===== src/rtl/rssi_proximity_zone_tracker_unit_defines.svh =====
// Assertion macros shared by the RSSI proximity zone tracker RTL.
`ifndef RSSI_PROXIMITY_ZONE_TRACKER_UNIT_DEFINES_SVH
`define RSSI_PROXIMITY_ZONE_TRACKER_UNIT_DEFINES_SVH

`ifndef NO_ASSERTIONS
// Same-cycle implication, disabled while reset is high.
`define RPZT_ASSERT_IMPLIES(lbl, clk, rst, ante, cons, msg) \
  lbl: assert property (@(posedge clk) disable iff (rst) (ante) |-> (cons)) else $error(msg);
// Next-cycle implication, disabled while reset is high.
`define RPZT_ASSERT_NEXT(lbl, clk, rst, ante, cons, msg) \
  lbl: assert property (@(posedge clk) disable iff (rst) (ante) |=> (cons)) else $error(msg);
`else
`define RPZT_ASSERT_IMPLIES(lbl, clk, rst, ante, cons, msg)
`define RPZT_ASSERT_NEXT(lbl, clk, rst, ante, cons, msg)
`endif

`endif


===== src/rtl/rpzt_pkg.sv =====
// Package with widths, codes, reset values and shared types of the zone tracker.
`default_nettype none

package rpzt_pkg;

  // Window geometry.
  localparam int WINDOW_DEPTH = 5;
  localparam int SLOT_W  = (WINDOW_DEPTH > 1) ? $clog2(WINDOW_DEPTH) : 1;
  localparam int COUNT_W = $clog2(WINDOW_DEPTH + 1);

  // Field widths.
  localparam int RSSI_W     = 8;
  localparam int TIMEOUT_W  = 16;
  localparam int ELAPSED_W  = 17;
  localparam int ZONE_W     = 3;
  localparam int BARS_W     = 4;
  localparam int CFG_IDX_W  = 3;
  localparam int CFG_DATA_W = 16;

  // Window sum, and the shared add/subtract unit one bit wider.
  localparam int SUM_W  = RSSI_W + SLOT_W;
  localparam int ALU_W  = SUM_W + 1;
  localparam int STEP_W = $clog2(SUM_W + 1);

  // Register indexes.
  localparam logic [CFG_IDX_W-1:0] REG_ZONE_NEAR   = 3'd0;
  localparam logic [CFG_IDX_W-1:0] REG_ZONE_MEDIUM = 3'd1;
  localparam logic [CFG_IDX_W-1:0] REG_ZONE_FAR    = 3'd2;
  localparam logic [CFG_IDX_W-1:0] REG_BAR_TEN     = 3'd3;
  localparam logic [CFG_IDX_W-1:0] REG_BAR_SEVEN   = 3'd4;
  localparam logic [CFG_IDX_W-1:0] REG_BAR_FIVE    = 3'd5;
  localparam logic [CFG_IDX_W-1:0] REG_BAR_THREE   = 3'd6;
  localparam logic [CFG_IDX_W-1:0] REG_LOST_TIMEOUT = 3'd7;

  // Register reset values.
  localparam logic [RSSI_W-1:0]    ZONE_NEAR_RESET    = 8'hC9; // -55
  localparam logic [RSSI_W-1:0]    ZONE_MEDIUM_RESET  = 8'hBA; // -70
  localparam logic [RSSI_W-1:0]    ZONE_FAR_RESET     = 8'hAB; // -85
  localparam logic [RSSI_W-1:0]    BAR_TEN_RESET      = 8'hC9; // -55
  localparam logic [RSSI_W-1:0]    BAR_SEVEN_RESET    = 8'hBF; // -65
  localparam logic [RSSI_W-1:0]    BAR_FIVE_RESET     = 8'hB5; // -75
  localparam logic [RSSI_W-1:0]    BAR_THREE_RESET    = 8'hAB; // -85
  localparam logic [TIMEOUT_W-1:0] LOST_TIMEOUT_RESET = 16'd5000;
  localparam logic [RSSI_W-1:0]    HELD_AVERAGE_RESET = 8'h81; // -127

  // Item and report kinds.
  localparam logic KIND_SAMPLE = 1'b0;
  localparam logic KIND_TICK   = 1'b1;
  localparam logic REPORT_SAMPLE = 1'b0;
  localparam logic REPORT_LOST   = 1'b1;

  // Zone codes.
  localparam logic [ZONE_W-1:0] ZONE_NONE   = 3'd0;
  localparam logic [ZONE_W-1:0] ZONE_NEAR   = 3'd1;
  localparam logic [ZONE_W-1:0] ZONE_MEDIUM = 3'd2;
  localparam logic [ZONE_W-1:0] ZONE_FAR    = 3'd3;
  localparam logic [ZONE_W-1:0] ZONE_LOST   = 3'd4;

  // Bar levels.
  localparam logic [BARS_W-1:0] BARS_ZERO  = 4'd0;
  localparam logic [BARS_W-1:0] BARS_THREE = 4'd3;
  localparam logic [BARS_W-1:0] BARS_FIVE  = 4'd5;
  localparam logic [BARS_W-1:0] BARS_SEVEN = 4'd7;
  localparam logic [BARS_W-1:0] BARS_TEN   = 4'd10;

  // Request to the shared add/subtract unit.
  typedef struct packed {
    logic             sub;
    logic [ALU_W-1:0] a;
    logic [ALU_W-1:0] b;
  } alu_req_t;

  // Threshold levels used by the classifier, each a signed byte.
  typedef struct packed {
    logic [RSSI_W-1:0] zone_near;
    logic [RSSI_W-1:0] zone_medium;
    logic [RSSI_W-1:0] zone_far;
    logic [RSSI_W-1:0] bar_ten;
    logic [RSSI_W-1:0] bar_seven;
    logic [RSSI_W-1:0] bar_five;
    logic [RSSI_W-1:0] bar_three;
  } levels_t;

endpackage

`default_nettype wire


===== src/rtl/rpzt_alu.sv =====
// Shared add/subtract unit used for summing, division steps and negation.
`default_nettype none

module rpzt_alu (
  input  rpzt_pkg::alu_req_t           req,
  output logic [rpzt_pkg::ALU_W-1:0]   result
);

  // Two's complement add or subtract; the sequencer picks the operands.
  always_comb begin
    if (req.sub) begin
      result = req.a - req.b;
    end else begin
      result = req.a + req.b;
    end
  end

endmodule

`default_nettype wire


===== src/rtl/rpzt_classify.sv =====
// Zone and bar classification of a signed window average.
`default_nettype none

module rpzt_classify (
  input  logic [rpzt_pkg::RSSI_W-1:0] avg,
  input  rpzt_pkg::levels_t           levels,
  output logic [rpzt_pkg::ZONE_W-1:0] zone,
  output logic [rpzt_pkg::BARS_W-1:0] bars
);

  // Zone: the first level that the average reaches decides.
  always_comb begin
    if ($signed(avg) >= $signed(levels.zone_near)) begin
      zone = rpzt_pkg::ZONE_NEAR;
    end else if ($signed(avg) >= $signed(levels.zone_medium)) begin
      zone = rpzt_pkg::ZONE_MEDIUM;
    end else if ($signed(avg) >= $signed(levels.zone_far)) begin
      zone = rpzt_pkg::ZONE_FAR;
    end else begin
      zone = rpzt_pkg::ZONE_LOST;
    end
  end

  // Bars: tested from ten downwards in the same way.
  always_comb begin
    if ($signed(avg) >= $signed(levels.bar_ten)) begin
      bars = rpzt_pkg::BARS_TEN;
    end else if ($signed(avg) >= $signed(levels.bar_seven)) begin
      bars = rpzt_pkg::BARS_SEVEN;
    end else if ($signed(avg) >= $signed(levels.bar_five)) begin
      bars = rpzt_pkg::BARS_FIVE;
    end else if ($signed(avg) >= $signed(levels.bar_three)) begin
      bars = rpzt_pkg::BARS_THREE;
    end else begin
      bars = rpzt_pkg::BARS_ZERO;
    end
  end

endmodule

`default_nettype wire


===== src/rtl/rssi_proximity_zone_tracker_unit.sv =====
// Top level of the RSSI proximity zone tracker: sequencer, window and registers.
//
// Usage. Words enter on the input channel (in_valid, in_stall, kind, rssi) and
// reports leave on the output channel (out_valid, out_stall and the report
// fields). A word moves at a rising edge where valid is high and stall is low.
// A sample word is written into a five-entry ring window; the filled entries
// are then summed one per cycle through a single add/subtract unit, and the
// same unit runs a restoring divide, one quotient bit per cycle, followed by a
// sign fix. S_FINISH registers the report once out_stall no longer holds the
// last one. The sum runs over count entries, the number filled (one to five);
// no further word is taken until the sequencer is idle again. A tick word
// leaves the sequencer idle; one that passes the timeout gives a lost report
// on the next cycle. Synchronous reset clears the control state, restores the
// register reset values and empties the window; the window contents themselves
// are not cleared. While out_stall holds a report, the block keeps it steady and
// takes no further word until it has gone. Registers are written through
// cfg_we, cfg_index and cfg_data while idle. The block does not enforce this.
`default_nettype none
`include "rssi_proximity_zone_tracker_unit_defines.svh"

module rssi_proximity_zone_tracker_unit (
  input  logic                                 clk,
  input  logic                                 rst,
  // Configuration write port.
  input  logic                                 cfg_we,
  input  logic [rpzt_pkg::CFG_IDX_W-1:0]       cfg_index,
  input  logic [rpzt_pkg::CFG_DATA_W-1:0]      cfg_data,
  // Input channel.
  input  logic                                 in_valid,
  output logic                                 in_stall,
  input  logic                                 kind,
  input  logic [rpzt_pkg::RSSI_W-1:0]          rssi,
  // Output channel.
  output logic                                 out_valid,
  input  logic                                 out_stall,
  output logic                                 report_kind,
  output logic [rpzt_pkg::RSSI_W-1:0]          mean_rssi,
  output logic [rpzt_pkg::ZONE_W-1:0]          zone,
  output logic [rpzt_pkg::ZONE_W-1:0]          prior_zone,
  output logic                                 zone_changed,
  output logic [rpzt_pkg::BARS_W-1:0]          bars
);

  localparam int SLOT_W  = rpzt_pkg::SLOT_W;
  localparam int COUNT_W = rpzt_pkg::COUNT_W;
  localparam int SUM_W   = rpzt_pkg::SUM_W;
  localparam int ALU_W   = rpzt_pkg::ALU_W;
  localparam int STEP_W  = rpzt_pkg::STEP_W;
  localparam int RSSI_W  = rpzt_pkg::RSSI_W;

  typedef enum logic [5:0] {
    S_IDLE   = 6'b000001,
    S_SUM    = 6'b000010,
    S_ABS    = 6'b000100,
    S_DIV    = 6'b001000,
    S_SIGN   = 6'b010000,
    S_FINISH = 6'b100000
  } state_t;

  state_t state;

  // Configuration registers.
  rpzt_pkg::levels_t                levels;
  logic [rpzt_pkg::TIMEOUT_W-1:0]   lost_timeout;

  // Tracking state.
  logic [RSSI_W-1:0]                window [rpzt_pkg::WINDOW_DEPTH];
  logic [SLOT_W-1:0]                write_slot;
  logic                             window_filled;
  logic [RSSI_W-1:0]                held_average;
  logic [rpzt_pkg::ZONE_W-1:0]      current_zone;
  logic [rpzt_pkg::ELAPSED_W-1:0]   elapsed;

  // Working registers of the sequencer.
  logic [COUNT_W-1:0]               count;
  logic [COUNT_W-1:0]               idx;
  logic [SUM_W-1:0]                 acc;
  logic [SUM_W-1:0]                 dvd;
  logic [COUNT_W-1:0]               rem;
  logic                             neg;
  logic [STEP_W-1:0]                step;

  // Combinational helpers.
  rpzt_pkg::alu_req_t               alu_req;
  logic [ALU_W-1:0]                 alu_result;
  logic [COUNT_W:0]                 shifted;
  logic                             trial_ok;
  logic [COUNT_W-1:0]               idx_next;
  logic                             in_take;
  logic                             out_take;
  logic                             slot_last;
  logic [COUNT_W-1:0]               count_next;
  logic [rpzt_pkg::ELAPSED_W-1:0]   elapsed_next;
  logic                             timeout_hit;
  logic [rpzt_pkg::ZONE_W-1:0]      class_zone;
  logic [rpzt_pkg::BARS_W-1:0]      class_bars;

  // Handshake.
  assign in_stall = (state != S_IDLE) || (out_valid && out_stall);
  assign in_take  = in_valid && !in_stall;
  assign out_take = out_valid && !out_stall;

  // Window slot and fill count for the sample being taken.
  assign slot_last  = (write_slot == SLOT_W'(rpzt_pkg::WINDOW_DEPTH - 1));
  assign count_next = (window_filled || slot_last) ?
                      COUNT_W'(rpzt_pkg::WINDOW_DEPTH) :
                      COUNT_W'(COUNT_W'(write_slot) + 1'b1);

  // Tick counter and timeout test.
  assign elapsed_next = rpzt_pkg::ELAPSED_W'(elapsed + 1'b1);
  assign timeout_hit  = elapsed_next > {1'b0, lost_timeout};

  // Division step operands.
  assign shifted  = {rem, dvd[SUM_W-1]};
  assign trial_ok = !alu_result[ALU_W-1];
  assign idx_next = COUNT_W'(idx + 1'b1);

  // Operand selection for the shared unit.
  always_comb begin
    alu_req.sub = 1'b1;
    alu_req.a   = '0;
    alu_req.b   = '0;
    unique case (state)
      S_SUM: begin
        alu_req.sub = 1'b0;
        alu_req.a   = {acc[SUM_W-1], acc};
        alu_req.b   = {{(ALU_W - RSSI_W){window[idx[SLOT_W-1:0]][RSSI_W-1]}},
                       window[idx[SLOT_W-1:0]]};
      end
      S_ABS: begin
        alu_req.b = {acc[SUM_W-1], acc};
      end
      S_DIV: begin
        alu_req.a = {{(ALU_W - COUNT_W - 1){1'b0}}, shifted};
        alu_req.b = {{(ALU_W - COUNT_W){1'b0}}, count};
      end
      S_SIGN: begin
        alu_req.b = {1'b0, dvd};
      end
      default: begin
        alu_req.sub = 1'b1;
      end
    endcase
  end

  rpzt_alu u_alu (
    .req    (alu_req),
    .result (alu_result)
  );

  rpzt_classify u_classify (
    .avg    (held_average),
    .levels (levels),
    .zone   (class_zone),
    .bars   (class_bars)
  );

  // Configuration registers.
  always_ff @(posedge clk) begin
    if (rst) begin
      levels.zone_near   <= rpzt_pkg::ZONE_NEAR_RESET;
      levels.zone_medium <= rpzt_pkg::ZONE_MEDIUM_RESET;
      levels.zone_far    <= rpzt_pkg::ZONE_FAR_RESET;
      levels.bar_ten     <= rpzt_pkg::BAR_TEN_RESET;
      levels.bar_seven   <= rpzt_pkg::BAR_SEVEN_RESET;
      levels.bar_five    <= rpzt_pkg::BAR_FIVE_RESET;
      levels.bar_three   <= rpzt_pkg::BAR_THREE_RESET;
      lost_timeout       <= rpzt_pkg::LOST_TIMEOUT_RESET;
    end else if (cfg_we) begin
      unique case (cfg_index)
        rpzt_pkg::REG_ZONE_NEAR:    levels.zone_near   <= cfg_data[RSSI_W-1:0];
        rpzt_pkg::REG_ZONE_MEDIUM:  levels.zone_medium <= cfg_data[RSSI_W-1:0];
        rpzt_pkg::REG_ZONE_FAR:     levels.zone_far    <= cfg_data[RSSI_W-1:0];
        rpzt_pkg::REG_BAR_TEN:      levels.bar_ten     <= cfg_data[RSSI_W-1:0];
        rpzt_pkg::REG_BAR_SEVEN:    levels.bar_seven   <= cfg_data[RSSI_W-1:0];
        rpzt_pkg::REG_BAR_FIVE:     levels.bar_five    <= cfg_data[RSSI_W-1:0];
        rpzt_pkg::REG_BAR_THREE:    levels.bar_three   <= cfg_data[RSSI_W-1:0];
        rpzt_pkg::REG_LOST_TIMEOUT: lost_timeout       <= cfg_data;
        default: begin
        end
      endcase
    end
  end

  // Window storage: written once per sample, no reset.
  always_ff @(posedge clk) begin
    if (in_take && (kind == rpzt_pkg::KIND_SAMPLE)) begin
      window[write_slot] <= rssi;
    end
  end

  // Sequencer and tracking state.
  always_ff @(posedge clk) begin
    if (rst) begin
      state         <= S_IDLE;
      write_slot    <= '0;
      window_filled <= 1'b0;
      held_average  <= rpzt_pkg::HELD_AVERAGE_RESET;
      current_zone  <= rpzt_pkg::ZONE_NONE;
      elapsed       <= '0;
    end else begin
      unique case (state)
        S_IDLE: begin
          if (in_take) begin
            if (kind == rpzt_pkg::KIND_SAMPLE) begin
              write_slot    <= slot_last ? '0 : SLOT_W'(write_slot + 1'b1);
              window_filled <= window_filled || slot_last;
              count         <= count_next;
              idx           <= '0;
              acc           <= '0;
              elapsed       <= '0;
              state         <= S_SUM;
            end else if (timeout_hit) begin
              elapsed      <= '0;
              current_zone <= rpzt_pkg::ZONE_LOST;
            end else begin
              elapsed <= elapsed_next;
            end
          end
        end
        // One window entry added per cycle.
        S_SUM: begin
          acc <= alu_result[SUM_W-1:0];
          idx <= idx_next;
          if (idx_next == count) begin
            state <= S_ABS;
          end
        end
        // Divide the magnitude; the sign is restored afterwards.
        S_ABS: begin
          neg   <= acc[SUM_W-1];
          dvd   <= acc[SUM_W-1] ? alu_result[SUM_W-1:0] : acc;
          rem   <= '0;
          step  <= STEP_W'(SUM_W);
          state <= S_DIV;
        end
        // Restoring division, one quotient bit per cycle.
        S_DIV: begin
          rem  <= trial_ok ? alu_result[COUNT_W-1:0] : shifted[COUNT_W-1:0];
          dvd  <= {dvd[SUM_W-2:0], trial_ok};
          step <= STEP_W'(step - 1'b1);
          if (step == STEP_W'(1)) begin
            state <= S_SIGN;
          end
        end
        S_SIGN: begin
          held_average <= neg ? alu_result[RSSI_W-1:0] : dvd[RSSI_W-1:0];
          state        <= S_FINISH;
        end
        // Wait for the output register to be free, then report.
        S_FINISH: begin
          if (!(out_valid && out_stall)) begin
            current_zone <= class_zone;
            state        <= S_IDLE;
          end
        end
        default: begin
          state <= S_IDLE;
        end
      endcase
    end
  end

  // Output register.
  always_ff @(posedge clk) begin
    if (rst) begin
      out_valid <= 1'b0;
    end else begin
      if (out_take) begin
        out_valid <= 1'b0;
      end
      if ((state == S_FINISH) && !(out_valid && out_stall)) begin
        out_valid    <= 1'b1;
        report_kind  <= rpzt_pkg::REPORT_SAMPLE;
        mean_rssi    <= held_average;
        zone         <= class_zone;
        prior_zone   <= current_zone;
        zone_changed <= (class_zone != current_zone);
        bars         <= class_bars;
      end else if (in_take && (kind == rpzt_pkg::KIND_TICK) && timeout_hit) begin
        out_valid    <= 1'b1;
        report_kind  <= rpzt_pkg::REPORT_LOST;
        mean_rssi    <= held_average;
        zone         <= rpzt_pkg::ZONE_LOST;
        prior_zone   <= current_zone;
        zone_changed <= (current_zone != rpzt_pkg::ZONE_LOST);
        bars         <= rpzt_pkg::BARS_ZERO;
      end
    end
  end

  // Checks on the sequencer and the reports.
  `RPZT_ASSERT_IMPLIES(a_rem_below_divisor, clk, rst, state == S_DIV, rem < count, "remainder not below divisor")
  `RPZT_ASSERT_NEXT(a_sample_starts_sum, clk, rst, in_take && (kind == rpzt_pkg::KIND_SAMPLE), state == S_SUM, "sample did not start summing")
  `RPZT_ASSERT_IMPLIES(a_lost_report_shape, clk, rst, out_valid && (report_kind == rpzt_pkg::REPORT_LOST), (zone == rpzt_pkg::ZONE_LOST) && (bars == rpzt_pkg::BARS_ZERO), "lost report malformed")
  `RPZT_ASSERT_IMPLIES(a_sample_clears_ticks, clk, rst, out_valid && (report_kind == rpzt_pkg::REPORT_SAMPLE), elapsed == '0, "tick count not cleared by sample")

endmodule

`default_nettype wire


===== config.mk =====
export PLATFORM = sky130hd
export DESIGN_NAME = rssi_proximity_zone_tracker_unit
export DESIGN_NICKNAME = d
export VERILOG_FILES = /design/src/rtl/rpzt_pkg.sv /design/src/rtl/rpzt_alu.sv /design/src/rtl/rpzt_classify.sv /design/src/rtl/rssi_proximity_zone_tracker_unit.sv
export VERILOG_INCLUDE_DIRS = /design/src /design/src/rtl
export SDC_FILE = /design/constraint.sdc
export NUM_CORES = 1
export LEC_CHECK = 0
export BUFFER_PORTS_ARGS = -buffer_cell sky130_fd_sc_hd__buf_2
export CELL_PAD_IN_SITES_DETAIL_PLACEMENT = 1
export CELL_PAD_IN_SITES_GLOBAL_PLACEMENT = 1
export CORE_ASPECT_RATIO = 0.6
export CORE_MARGIN = 2
export CORE_UTILIZATION = 40
export CTS_BUF_LIST = sky130_fd_sc_hd__clkbuf_4 sky130_fd_sc_hd__clkbuf_8
export CTS_CLUSTER_DIAMETER = 80
export DETAILED_ROUTE_END_ITERATION = 8
export GPL_TIMING_DRIVEN = 0
export PLACE_DENSITY = 0.72
export SYNTH_ARGS = -nofsm -noshare
export SYNTH_HDL_FRONTEND = slang
export SYNTH_HIERARCHICAL = 1
export SYNTH_SLANG_ARGS = --single-unit
export TNS_END_PERCENT = 50

===== constraint.sdc =====
create_clock -name clk -period 9.17 [get_ports clk]
set_input_delay 0.917 -clock clk [delete_from_list [all_inputs] [get_ports clk]]
set_output_delay 0.917 -clock clk [all_outputs]
set_load 0.01 [all_outputs]

==> flow_metrics.tcl <==
set metrics [dict create \
    status "complete, no violations" \
    ios 55 \
    slowest_stage "nor3b_1" \
    crit_start "state[4]" \
    worstRegToRegCells 18 \
    synth_top_area_share_pct 24.8 \
    fill_cells 3271 \
    clock_latency_ns 0.55 \
    num_antenna_cells 0 \
    switchingPower_uw 547 \
    yosys-top-cells-area "edfxtp_1, dfxtp_1, ha_1" \
    worstHoldPathType "reg -> reg" \
    root_buffer "clkbuf_8" \
    cp_max_fo 10 \
    yosys-top-cells-count "nand2_1, dfxtp_1, edfxtp_1, ha_1, inv_1" \
    yosys.area.top_type "edfxtp_1" \
    gp_congestion 0.824 \
    p_int_mw 1.62 \
    ys_types 82 \
    holdWs_ns 0.452 \
    hold_viol_final 0 \
    worstMarginPinSlew_ns 1.16 \
    clk_pin_slew_ns 0.07 \
    critPathLaunchType "flop" \
    setup_viol_count_final 0 \
    skew_ns 0.0239 \
    dr.pass1.iters 4 \
    critPathRequiredTime_ns 9.46 \
    grt_pass1_wl_mm 54.1 \
    place_area_um2 12400 \
    worstSetupPathType "reg -> reg" \
    synth_ff_type "dfxtp_1" \
    hpwl_mm 25.6 \
    post_cts_resized 0 \
    min_to "lost_timeout[5]" \
    antenna_found_initial 0 \
    path_buf_inv 2 \
    critical-path-max-stage-delay_ns 0.94 \
    timing.final.max_slew_violations 0 \
    die_height_um 136 \
    synthesis.nets 1305 \
    path_depth 18 \
    seqPwrFrac_pct 46.4 \
    fin_area_um2 13200 \
    routed_wl_mm 34.6 \
    synthCells 1181 \
    grt_max_degree 18 \
    fin_crit_sh_pct 62.8 \
    hold_path_startpoint "lost_timeout[5]" \
    grt_pass1_vias 9512 \
    ant_nets 0 \
    via_per_inst 5.50 \
    grt_overflow 0 \
    p_sw_share_pct 25.2 \
    worstReg2RegStart "state[4]" \
    power.density_nw_per_um2 164 \
    cellLeakagePower_nw 5.29 \
    cts_tree "yes" \
    async_reset_ff_share_pct 0 \
    fin_crit_ns 5.76 \
    wire_per_inst_um 20.6 \
    postCtsSetupBuffers 0 \
    critPathTopFamily "simple AND/OR/NAND/NOR gates" \
    final-instance-count-excl-fill 1674 \
    pwr-share-comb_pct 8.6 \
    regToRegSetupSlack_ns 3.41 \
    synth_edf_count 96 \
    crit_chain "clkbuf_1 -> or4_1 -> nor3b_1 -> buf_2 -> a222oi_1 -> o21ai_1 -> nand2b_1 -> or4_1 -> nor2b_1 -> xnor2_1 -> ha_1 -> a211oi_2 -> o21bai_1 -> a21o_1 -> a221oi_2 -> xnor2_1 -> mux2i_1 -> nor2_1" \
    max-cap-violations 0 \
    r2r_end "rem[2]" \
    syn_area_um2 11600 \
    clock-sinks 210 \
    fin_nets 1396 \
    cts_max_path_buffers 3 \
    numPortBuffers 45 \
    fp.dieW_um 224 \
    finalSetupTns_ns 0 \
    ys_seq_elements 210 \
    maxSlewHeadroom_pct 22.8 \
    cts-htree-levels 2 \
    power.share.clock_pct 45.0 \
    dr_total_vias 9199 \
    flow.area_growth_from_synthesis_pct 13.9 \
    fmax_ghz 0.174 \
    die_area_um2 30400 \
    drtIter0Drc 538 \
    postCtsHoldBufs 0 \
    rows 48 \
    detailedPlace.worstSlack_ns 3.70 \
    cts_buffers 37 \
    ir_drop_v 0.000107 \
    synth_most_common_cell "nand2_1" \
    dp.cells 1608 \
    crit_arrival_ns 6.04 \
    rsz0062_at_grt "no" \
    grt.total_usage_pct 23.1 \
    avgSynthCellArea_um2 9.82 \
    start_util_pct 40.5 \
    coreArea_um2 28600 \
    synth_seq_area_share_pct 44.5 \
    end_kind "flop" \
    hold_depth 2 \
    multiInputGateArea_um2 5840 \
    drcViolationCount 0 \
    ys_warn_count 6 \
    regArea_um2 5160 \
    drive_above_1_share_pct 14.6 \
    fin_ws_ns 3.41 \
]
==> sequential cells by signal, indices dropped and copies added (netlist names), 4 cells and up, named ones only <==
signal,cells
elapsed,17
mean_rssi,8
bars,4
dvd,11
lost_timeout,16
held_average,8
levels,56
acc,11
step,4
window,40
state,6
==> area by class of cell <==
class                      instances  area share (%)
multi-input combinational        816            44.2
inverter                          92            2.72
tap                              375            3.55
sequential                       210            39.1
clock inverter                    11            1.04
clock buffer                      55            5.11
buffer                            63            2.10
timing repair buffer              52            2.22
==> per-layer routing <==
| metal | vias up | wire length, um | part of all wire, % | GRT usage [%] |
|---|---|---|---|---|
| li1 | 4367 | - | - | - |
| met1 | 4613 | 17800 | 52 | 33.8 |
| met2 | 175 | 14700 | 43 | 35.5 |
| met3 | 44 | 1410 | 4.1 | 4.08 |
| met4 | 0 | 580 | 1.7 | 5.52 |
| met5 | - | 0 | 0 | 0 |
==> how the worst max path moves through the flow <==
stage	slack (ns)	to
global placement	3.79	bars[0]
CTS	3.59	rem[2]
global route	3.18	rem[2]
finish	3.41	rem[2]
detailed placement	3.70	rem[2]
floorplan	4.77	rem[0]
==> power by group through the flow <==
stage                     sequential (mW)  clock, mW  combinational [mW]
after floorplan                      1.02          0               0.125
after global placement               1.03          0               0.176
after detailed placement             1.03          0               0.184
after CTS                            1.01       1.00               0.186
after global routing                 1.01       1.04               0.205
final                                1.01      0.977               0.187
==> tightest hold or removal path, cell delays in order (launching register included) <==
cell,delay [ns]
dfxtp_1,0.30
nand2_1,0.05
a21oi_1,0.05
==> cells by family (layout without fill, tap and decap cells) <==
family	Yosys count	after routing	share of synthesized area, %
AOI/OAI and AO/OA	220	220	12.8
xor gates and xnor gates	44	44	3.32
adders and majority gates	91	91	9.88
buffers and inverters	155	273	5.49
DFF	210	210	44.5
muxes	53	53	5.46
and+or+nand+nor	408	408	18.5
==> cell usage in the layout, fill, tap and decap left out, types with 5 or more instances in the layout <==
cell type	instances
nand2_1	136
dfxtp_1	114
edfxtp_1	96
inv_1	90
ha_1	90
nor2_1	71
a21oi_1	71
buf_2	56
mux2i_1	43
clkbuf_8	42
clkbuf_1	40
o21ai_0	37
xnor2_1	31
nor2b_1	31
and2_1	27
nand4_1	24
nand3_1	23
a211o_1	22
nand3b_1	20
a211oi_1	16
nand2b_1	15
nor3_1	14
xor2_1	13
clkbuf_4	13
a21o_1	10
mux4_2	8
a31oi_1	8
clkbuf_2	7
and3_1	6
a22oi_1	6
buf_4	6
nor3b_1	5
nor4_2	5
==> per-stage QoR <==
stage	util [%]	power, mW
after CTS	46.1	2.19
after global placement	42.9	1.20
after global routing	46.1	2.25
after detailed placement	43.3	1.21
after floorplan	-	1.15
final	46.1	2.17
Note: power is estimated with default switching activity, not from simulation.
